**config.mk**
```make
export PLATFORM = sky130hd
export DESIGN_NAME = periodic_task_tick_scheduler
export DESIGN_NICKNAME = d
export VERILOG_FILES = /design/src/design/ptts_pkg.sv /design/src/design/ptts_slot_table.sv /design/src/design/periodic_task_tick_scheduler.sv
export SDC_FILE = /design/constraint.sdc
export NUM_CORES = 1
export LEC_CHECK = 0
export BUFFER_PORTS_ARGS = -buffer_cell sky130_fd_sc_hd__clkbuf_2
export CAP_MARGIN = 10
export CORE_UTILIZATION = 31
export DETAILED_ROUTE_END_ITERATION = 8
export GPL_TIMING_DRIVEN = 1
export PLACE_DENSITY = 0.52
export SYNTH_ARGS = -nofsm -noshare
export SYNTH_HDL_FRONTEND = slang
export SYNTH_SLANG_ARGS = --single-unit
```
**constraint.sdc**
```tcl
create_clock -name clk -period 5.4 [get_ports clk]
set_clock_uncertainty 0.2 [all_clocks]
set_input_delay 0.54 -clock clk [delete_from_list [all_inputs] [get_ports clk]]
set_output_delay 0.54 -clock clk [all_outputs]
set_load 0.03 [all_outputs]
```
**src/design/ptts_pkg.sv**
```systemverilog
// shared types and constants for the periodic task tick scheduler
// no dependencies; used by ptts_slot_table and periodic_task_tick_scheduler
package ptts_pkg;

  // command codes of an input request
  localparam logic [1:0] CMD_TICK     = 2'd0;
  localparam logic [1:0] CMD_DISPATCH = 2'd1;
  localparam logic [1:0] CMD_ADD      = 2'd2;

  // result kinds
  localparam logic [1:0] KIND_DUE  = 2'd0;
  localparam logic [1:0] KIND_ADD  = 2'd1;
  localparam logic [1:0] KIND_DONE = 2'd2;

  // add answer status
  localparam logic ADD_STORED = 1'b0;
  localparam logic ADD_FULL   = 1'b1;

  // saturation point of the pending tick count
  localparam logic [2:0] PEND_MAX = 3'd7;

  typedef struct packed {
    logic [1:0]  cmd;
    logic [15:0] task_period;
    logic [15:0] first_delay;
  } in_req_t;

  typedef struct packed {
    logic [1:0] kind;
    logic [2:0] task_index;
    logic       add_status;
    logic [2:0] ticks_done;
    logic       tick_lost;
    logic       last;
  } out_res_t;

  // write command into the slot table
  typedef struct packed {
    logic        we_delay;
    logic        we_period;
    logic [15:0] delay;
    logic [15:0] period;
  } slot_wr_t;

  typedef enum logic [2:0] {
    ST_IDLE,
    ST_TICK,
    ST_WALK,
    ST_DONE,
    ST_ADD
  } st_t;

endpackage

```
**src/design/ptts_slot_table.sv**
```systemverilog
// delay and period storage of the task slots, one address shared by write and read
// depends on ptts_pkg (slot_wr_t)
module ptts_slot_table #(
  parameter int NUM_SLOTS = 8,
  localparam int IdxW = (NUM_SLOTS > 1) ? $clog2(NUM_SLOTS) : 1
) (
  input  logic              clk,
  input  logic [IdxW-1:0]   addr,
  input  ptts_pkg::slot_wr_t wr,
  output logic [15:0]       rd_delay,
  output logic [15:0]       rd_period
);

  logic [15:0] delay_left   [NUM_SLOTS];
  logic [15:0] period_ticks [NUM_SLOTS];

  // write port
  always_ff @(posedge clk) begin
    if (wr.we_delay) begin
      delay_left[addr] <= wr.delay;
    end
    if (wr.we_period) begin
      period_ticks[addr] <= wr.period;
    end
  end

  // read at the walk address
  assign rd_delay  = delay_left[addr];
  assign rd_period = period_ticks[addr];

endmodule

```
**src/design/periodic_task_tick_scheduler.sv**
```systemverilog
// periodic task tick scheduler: sequencer, pending tick count and result register
// depends on ptts_pkg and ptts_slot_table
//
// Usage: requests enter on in_valid/in_ready/in_data, results leave on
// out_valid/out_ready/out_data. cfg_wr_en with cfg_wr_data sets the running
// bit; write it only while no request is in progress.
// A tick request gives no result; ticks are counted only while running
// and the count saturates at 7, setting the lost flag.
// An add request scans the slots one per cycle for the lowest free one and
// answers with its index, or with a full status when no slot is free.
// A dispatch request walks the slots through the single decrement-and-compare
// unit once per pending tick, one slot a cycle unless a due result stalls on
// the output register, then a done result closes it.
// in_ready is high only while the sequencer is idle, one request at a time.
// Results sit in one output register; while the receiver stalls, the walk
// holds on the slot whose result cannot be written, and resumes on out_ready.
// Reset clears the running bit, the pending count, the lost flag, the slot
// used bits and the output valid bit; slot delays and periods are not cleared.
module periodic_task_tick_scheduler #(
  parameter int NUM_SLOTS = 8
) (
  input  logic               clk,
  input  logic               rst,
  input  logic               in_valid,
  output logic               in_ready,
  input  ptts_pkg::in_req_t  in_data,
  output logic               out_valid,
  input  logic               out_ready,
  output ptts_pkg::out_res_t out_data,
  input  logic               cfg_wr_en,
  input  logic               cfg_wr_data
);

  localparam int IdxW = (NUM_SLOTS > 1) ? $clog2(NUM_SLOTS) : 1;
  localparam logic [IdxW-1:0] IdxLast = IdxW'(NUM_SLOTS - 1);

  ptts_pkg::st_t      state, state_next;
  logic               running;
  logic [2:0]         pending;
  logic               lost_flag;
  logic [2:0]         handled;
  logic [NUM_SLOTS-1:0] slot_used;
  logic [IdxW-1:0]    idx;
  logic [15:0]        add_period;
  logic [15:0]        add_delay;

  logic               in_fire;
  logic               out_free;
  logic [15:0]        rd_delay;
  logic [15:0]        rd_period;
  logic [15:0]        dec_delay;
  logic               dec_zero;
  logic               cur_used;
  logic               at_last;
  logic [31:0]        idx_ext;

  // control decode
  logic               load_out;
  ptts_pkg::out_res_t out_next;
  ptts_pkg::slot_wr_t tbl_wr;
  logic               set_used;
  logic               idx_inc;
  logic               pend_dec;
  logic               lost_clr;

  assign in_ready = (state == ptts_pkg::ST_IDLE);
  assign in_fire  = in_valid && in_ready;
  assign out_free = !out_valid || out_ready;
  assign cur_used = slot_used[idx];
  assign at_last  = (idx == IdxLast);
  assign idx_ext  = 32'(idx);

  // shared decrement and zero compare
  assign dec_delay = rd_delay - 16'd1;
  assign dec_zero  = (dec_delay == 16'd0);

  ptts_slot_table #(
    .NUM_SLOTS (NUM_SLOTS)
  ) u_table (
    .clk       (clk),
    .addr      (idx),
    .wr        (tbl_wr),
    .rd_delay  (rd_delay),
    .rd_period (rd_period)
  );

  // next state
  always_comb begin
    state_next = state;
    case (state)
      ptts_pkg::ST_IDLE: begin
        if (in_fire) begin
          case (in_data.cmd)
            ptts_pkg::CMD_DISPATCH: state_next = ptts_pkg::ST_TICK;
            ptts_pkg::CMD_ADD:      state_next = ptts_pkg::ST_ADD;
            default:                state_next = ptts_pkg::ST_IDLE;
          endcase
        end
      end
      ptts_pkg::ST_TICK: begin
        state_next = (pending != 3'd0) ? ptts_pkg::ST_WALK : ptts_pkg::ST_DONE;
      end
      ptts_pkg::ST_WALK: begin
        if ((!(cur_used && dec_zero) || out_free) && at_last) begin
          state_next = ptts_pkg::ST_TICK;
        end
      end
      ptts_pkg::ST_DONE: begin
        if (out_free) begin
          state_next = ptts_pkg::ST_IDLE;
        end
      end
      ptts_pkg::ST_ADD: begin
        if ((!cur_used || at_last) && out_free) begin
          state_next = ptts_pkg::ST_IDLE;
        end
      end
      default: state_next = ptts_pkg::ST_IDLE;
    endcase
  end

  // per-state actions
  always_comb begin
    load_out  = 1'b0;
    out_next  = '0;
    tbl_wr    = '0;
    set_used  = 1'b0;
    idx_inc   = 1'b0;
    pend_dec  = 1'b0;
    lost_clr  = 1'b0;
    case (state)
      ptts_pkg::ST_TICK: begin
        pend_dec = (pending != 3'd0);
      end
      ptts_pkg::ST_WALK: begin
        if (!cur_used) begin
          idx_inc = 1'b1;
        end else if (!dec_zero) begin
          idx_inc        = 1'b1;
          tbl_wr.we_delay = 1'b1;
          tbl_wr.delay   = dec_delay;
        end else if (out_free) begin
          idx_inc             = 1'b1;
          tbl_wr.we_delay     = 1'b1;
          tbl_wr.delay        = rd_period;
          load_out            = 1'b1;
          out_next.kind       = ptts_pkg::KIND_DUE;
          out_next.task_index = idx_ext[2:0];
        end
      end
      ptts_pkg::ST_DONE: begin
        if (out_free) begin
          load_out            = 1'b1;
          lost_clr            = 1'b1;
          out_next.kind       = ptts_pkg::KIND_DONE;
          out_next.ticks_done = handled;
          out_next.tick_lost  = lost_flag;
          out_next.last       = 1'b1;
        end
      end
      ptts_pkg::ST_ADD: begin
        if (!cur_used) begin
          if (out_free) begin
            set_used             = 1'b1;
            tbl_wr.we_delay      = 1'b1;
            tbl_wr.we_period     = 1'b1;
            tbl_wr.delay         = add_delay;
            tbl_wr.period        = add_period;
            load_out             = 1'b1;
            out_next.kind        = ptts_pkg::KIND_ADD;
            out_next.task_index  = idx_ext[2:0];
            out_next.add_status  = ptts_pkg::ADD_STORED;
            out_next.last        = 1'b1;
          end
        end else if (at_last) begin
          if (out_free) begin
            load_out            = 1'b1;
            out_next.kind       = ptts_pkg::KIND_ADD;
            out_next.add_status = ptts_pkg::ADD_FULL;
            out_next.last       = 1'b1;
          end
        end else begin
          idx_inc = 1'b1;
        end
      end
      default: ;
    endcase
  end

  // control registers
  always_ff @(posedge clk) begin
    if (rst) begin
      state     <= ptts_pkg::ST_IDLE;
      running   <= 1'b0;
      pending   <= 3'd0;
      lost_flag <= 1'b0;
      handled   <= 3'd0;
      slot_used <= '0;
      idx       <= '0;
      out_valid <= 1'b0;
    end else begin
      state <= state_next;
      if (cfg_wr_en) begin
        running <= cfg_wr_data;
      end
      // tick counting and dispatch bookkeeping
      if (in_fire && in_data.cmd == ptts_pkg::CMD_TICK && running) begin
        if (pending == ptts_pkg::PEND_MAX) begin
          lost_flag <= 1'b1;
        end else begin
          pending <= pending + 3'd1;
        end
      end
      if (in_fire && in_data.cmd == ptts_pkg::CMD_DISPATCH) begin
        handled <= 3'd0;
      end
      if (pend_dec) begin
        pending <= pending - 3'd1;
        handled <= handled + 3'd1;
      end
      if (lost_clr) begin
        lost_flag <= 1'b0;
      end
      if (set_used) begin
        slot_used[idx] <= 1'b1;
      end
      // slot walk pointer
      if (state == ptts_pkg::ST_IDLE || state == ptts_pkg::ST_TICK) begin
        idx <= '0;
      end else if (idx_inc) begin
        idx <= idx + IdxW'(1);
      end
      // output register
      if (load_out) begin
        out_valid <= 1'b1;
      end else if (out_ready) begin
        out_valid <= 1'b0;
      end
    end
  end

  // payload registers
  always_ff @(posedge clk) begin
    if (in_fire) begin
      add_period <= in_data.task_period;
      add_delay  <= in_data.first_delay;
    end
    if (load_out) begin
      out_data <= out_next;
    end
  end

  // a stalled result is never overwritten
  a_no_overwrite: assert property (@(posedge clk) disable iff (rst)
    out_valid && !out_ready |-> !load_out)
    else $error("result register overwritten while stalled");

  // a due result never closes a request
  a_due_not_last: assert property (@(posedge clk) disable iff (rst)
    out_valid && out_data.kind == ptts_pkg::KIND_DUE |-> !out_data.last)
    else $error("due result marked last");

  // the walk only runs with at least one tick taken
  a_walk_handled: assert property (@(posedge clk) disable iff (rst)
    state == ptts_pkg::ST_WALK |-> handled != 3'd0)
    else $error("slot walk without a handled tick");

  // an add only claims a free slot
  a_add_free: assert property (@(posedge clk) disable iff (rst)
    set_used |-> !slot_used[idx])
    else $error("add wrote a used slot");

  // the done result clears the lost flag
  a_lost_cleared: assert property (@(posedge clk) disable iff (rst)
    lost_clr |=> !lost_flag)
    else $error("lost flag not cleared after done result");

endmodule
```
# Yosys cells after proc, flatten, opt, wreduce, memory -nomap -nowiden
# Memories as Yosys holds them, arrays and structs flattened. A register that Yosys moved wholly into a read port is not among the register bits.
# Cells that the tools add are included.
# word_totals
inputBits	40
memories	2
ram_bits	256
wordCells	132
regBits	66
output_inout_bits	13
# mem_list
name	depth	width	read_ports	rd_ports_with_merged_regs	write_ports	line	rtl
u_table.delay_left	8	16	1	1	1	ptts_slot_table.sv:14	logic [15:0] delay_left [NUM_SLOTS];
u_table.period_ticks	8	16	1	1	1	ptts_slot_table.sv:15	logic [15:0] period_ticks [NUM_SLOTS];
# classes
add_sub_neg	5
n_eq_ne	13
bitwise	1
reduce_logical	28
order_cmp	2
n_mux	65
# ops
op	count
34-bit 2-to-1 mux	2
16-bit 2-to-1 mux	4
3-bit 2-to-1 mux	17
16-bit case mux with 2 select lines	1
1-bit 2-to-1 mux	27
16-bit logical NOT	1
16-bit by 1-bit subtractor with 16-bit output (second input constant)	1
3-bit case mux with 5 select lines	1
3-bit case mux with 2 select lines	2
3-bit by 1-bit adder with 3-bit output (second input constant)	3
3-bit == test (second input constant)	3
1-bit logical AND	8
2-bit inequality test (second input constant)	4
8-bit bitwise OR	1
3-bit by 2-bit == test with 1-bit output (second input constant)	2
2-bit 2-to-1 mux	3
1-bit case mux with 2 select lines	3
2-bit case mux with 3 select lines	1
2-bit AND reduction	3
2-bit nonzero test	3
5-bit 2-to-1 mux	1
1-bit logical OR	4
3-bit by 4-bit < comparator with 1-bit output (second input constant)	1
4-bit AND reduction	1
other kinds (14)	17

# Logic depth before layout (Yosys ltp)
# depth
ltp_word	8
mapped_depth	13
depth_no_buf	10

# Cells and area by module
# A second synthesis with hierarchy kept.
# unflattened
cells_unflattened	739
area_unflattened_um2	13359.1
# modules_own_cells
mod	area_per_inst_um2	seq_area_each_um2	cells_per_inst	instances
ptts_slot_table	9816.9	7687.4	395	1
periodic_task_tick_scheduler	3542.1	1751.7	344	1

# Worst setup path before layout
# No wires, ideal clock.
# synth_timing
path_kind	register -> register
startpoint	register (tool-made name)
endpoint	memory u_table.delay_left[2][0] (enable)
setup_ns	0.409
arrival_time_ns	3.826
path_buffers	3
required_time_ns	4.791
setup_slack_ns	0.965
stages_incl_launch_ff	12
cell_sequence	dfxtp_1 clkbuf_1 clkbuf_1 buf_2 mux4_2 mux2i_1 nand4_1 nor4_1 xor2_1 nand4b_2 o221ai_1 nor3_1
# synth_lines
element	line
end, declared	ptts_slot_table.sv:14

==> results.sh <==
export IMPL_slew_headroom_pct=34.5
export IMPL_setup_viol=0
export IMPL_grt_overflow_total=0
export IMPL_finalSetupTns_ns=0
export IMPL_synthTopCellsByCount="299 x edfxtp_1, 64 x mux4_2, 49 x nor2_1"
export IMPL_p_leak_uw=0.00497
export IMPL_tightest_slew_ns=0.982
export IMPL_netlist_instances=720
export IMPL_ys_seq_area_share_pct=72.6
export IMPL_grt_pass1_wl_um=44300
export IMPL_ys_types=60
export IMPL_ys_flop_type="edfxtp_1"
export IMPL_crit_type="reg2reg"
export IMPL_dr_pass1_iters=4
export IMPL_area_growth_syn_to_layout_pct=18.3
export IMPL_antenna_found_initial=0
export IMPL_rsz0062_at_grt="no"
export IMPL_synth_top_area_share_pct=68.6
export IMPL_drc=0
export IMPL_syn_cell_area_um2=13100
export IMPL_chipHeight_um=207
export IMPL_root_buffer="clkbuf_16"
export IMPL_synth_fa_ha_area_share_pct=0.631
export IMPL_start_util_pct=31.8
export IMPL_syn_nets=766
export IMPL_dpl_hpwl_um=17600
export IMPL_routed_wl_um=29300
export IMPL_stdcell_area_um2=15500
export IMPL_final_util_pct=37.6
export IMPL_grt_max_degree=36
export IMPL_rr_worst_depth=9
export IMPL_slew_violations=0
export IMPL_wl_per_cell_um=21.1
export IMPL_synth_edf_count=299
export IMPL_pin_count=53
export IMPL_vias=6817
export IMPL_cp_end_kind="register"
export IMPL_slowest_delay_ns=0.62
export IMPL_synthTopCellsByArea="edfxtp_1 69%, mux4_2 11%, dfxtp_1 4.0%"
export IMPL_required_ns=5.42
export IMPL_yosysMostFrequentCell="edfxtp_1"
export IMPL_grt_pass1_vias=7138
export IMPL_whs_ns=0.0142
export IMPL_worstPathArrival_ns=4.57
export IMPL_viasPerCell=4.91
export IMPL_diodes=0
export IMPL_drive_gt1_share_pct=26.1
export IMPL_yosys_warnings=0
export IMPL_status="complete, no violations"
export IMPL_cap_violations=0
export IMPL_place_congestion=0.795
export IMPL_report_final_hold_viol_count=0
export IMPL_synth_top_cell_by_area="edfxtp_1"
export IMPL_tritoncts="done"
export IMPL_core_rowCount=74
export IMPL_drt_iter0_markers=429
export IMPL_post_dp_cell_area_um2=14100
export IMPL_numCtsBuffers=36
export IMPL_slowest_stage="or4_1"
export IMPL_synth_top_family_by_area="multiplexers"
export IMPL_postCtsResizedCells=0
export IMPL_hp_class="in2reg"
export IMPL_ys_ff_latch=325
export IMPL_async_flop_share_pct=0
export IMPL_post_route_min_period_ns=4.55
export IMPL_clkLatencyLatePin_ns=0.52
export IMPL_synth_simple_gate_area_share_pct=6.30
export IMPL_min_period_over_period_pct=84.2
export IMPL_endpoint="u_table.delay_left[4][8]"
export IMPL_grtUsageTotal_pct=13.7
export IMPL_synth_area_mux_share_pct=14.4
export IMPL_start_kind="register"
export IMPL_clock_path_buffers=3
export IMPL_coreArea_um2=41200
export IMPL_numPortBuffers=52
export IMPL_die_area_um2=43000
export IMPL_clock_sinks=325
export IMPL_peakVddDrop_mv=0.279
export IMPL_timing_rr_end="u_table.delay_left[4][8]"
export IMPL_r2r_slack_ns=0.85
export IMPL_synth_area_per_cell_um2=18.2
export IMPL_path_max_fanout=12
export IMPL_hp_start="in_data[29]"
export IMPL_clk_pin_slew_ns=0.05
export IMPL_cts_max_level=2
export IMPL_cts_setup_buffers=0
export IMPL_holdPathStages=1
export IMPL_fmax_mhz=220
export IMPL_ant_nets=0
export IMPL_synth_xor_area_share_pct=1.00
export IMPL_fp_dieW_um=207
export IMPL_synth_compound_area_share_pct=3.64
export IMPL_nets=878
export IMPL_cts_hold_buf=23
export IMPL_crit_path_cell_trace="mux4_2, mux2i_1, ha_1, nand3_2, or4_1, a211oi_2, nand4b_2, or2_1, o21ai_1"
export IMPL_power_density_nw_per_um2=352
metrics by stage:
step                power, µW  instances  setup slack [ns]
finish                   5460       1387             0.854
global route             5640       1387             0.559
CTS                      5520       1386             0.794
detailed placement       3190       1302             0.816
global placement         3190       1302             0.907
floorplan                3070        720             0.965
worst min-delay path by stage:
stage	slack, ns	to
detailed placement	0.26	slot_used[1]
finish	0.01	add_period[13]
floorplan	0.23	slot_used[3]
CTS	0.0001	add_period[13]
global route	0.0003	add_period[13]
global placement	0.25	slot_used[6]
placed cells by master, fill, tap and decap left out, types with 18 or more instances in the layout:
| cell type | n |
|---|---|
| dlygate4sd3_1 | 24 |
| mux2i_1 | 34 |
| edfxtp_1 | 299 |
| dfxtp_1 | 23 |
| clkbuf_2 | 52 |
| nand2_1 | 31 |
| and3_1 | 18 |
| buf_4 | 31 |
| clkbuf_16 | 38 |
| mux4_2 | 64 |
| nor2_1 | 46 |
registers in the layout (all words and copies together) (netlist names), named ones only:
signal and flops:
out_valid 1, out_data 11, running 1, handled 3
slot_used 8, idx 3, u_table.period_ticks 128, add_period 16
pending 3, u_table.delay_left 128, add_delay 16, lost_flag 1
state 3
where the power goes:
group,switching [µW],internal [µW]
clock network,931,1380
registers,35.5,2820
logic,189,101
total,1160,4300
logic make-up after synthesis:
group,Yosys count
flops,325
simple gates,159
mux,106
compound gates,69
buf+inv,40
xor+xnor,15
fa+ha+maj,6
worst max-delay path, delay by kind of cell (launching register included):
| family | cells | cell delay, ns |
|---|---|---|
| AOI/OAI and AO/OA | 2 | 0.86 |
| DFF | 1 | 0.59 |
| adders and majority gates | 1 | 0.30 |
| muxes | 2 | 0.95 |
| and+or+nand+nor | 4 | 1.35 |
area by class of cell:
cell class / instances / area (µm²)
Clock buffer: 51 / 1000
Clock inverter: 10 / 104
Fill cell: 3772 / 25700
Inverter: 7 / 26.3
Multi-Input combinational cell: 355 / 3450
Sequential cell: 325 / 9510
Tap cell: 532 / 666
Timing Repair Buffer: 107 / 733
routing by layer:
layer / up-vias / routed length [µm] / GRT usage [%] / part of all wire [%]
li1: 3118 / - / - / -
met1: 3524 / 13100 / 18.0 / 45
met2: 139 / 14700 / 23.5 / 50
met3: 36 / 915 / 1.98 / 3.1
met4: 0 / 580 / 3.91 / 2.0
met5: - / 0 / 0 / 0
Note: power is estimated with default switching activity, not from simulation.
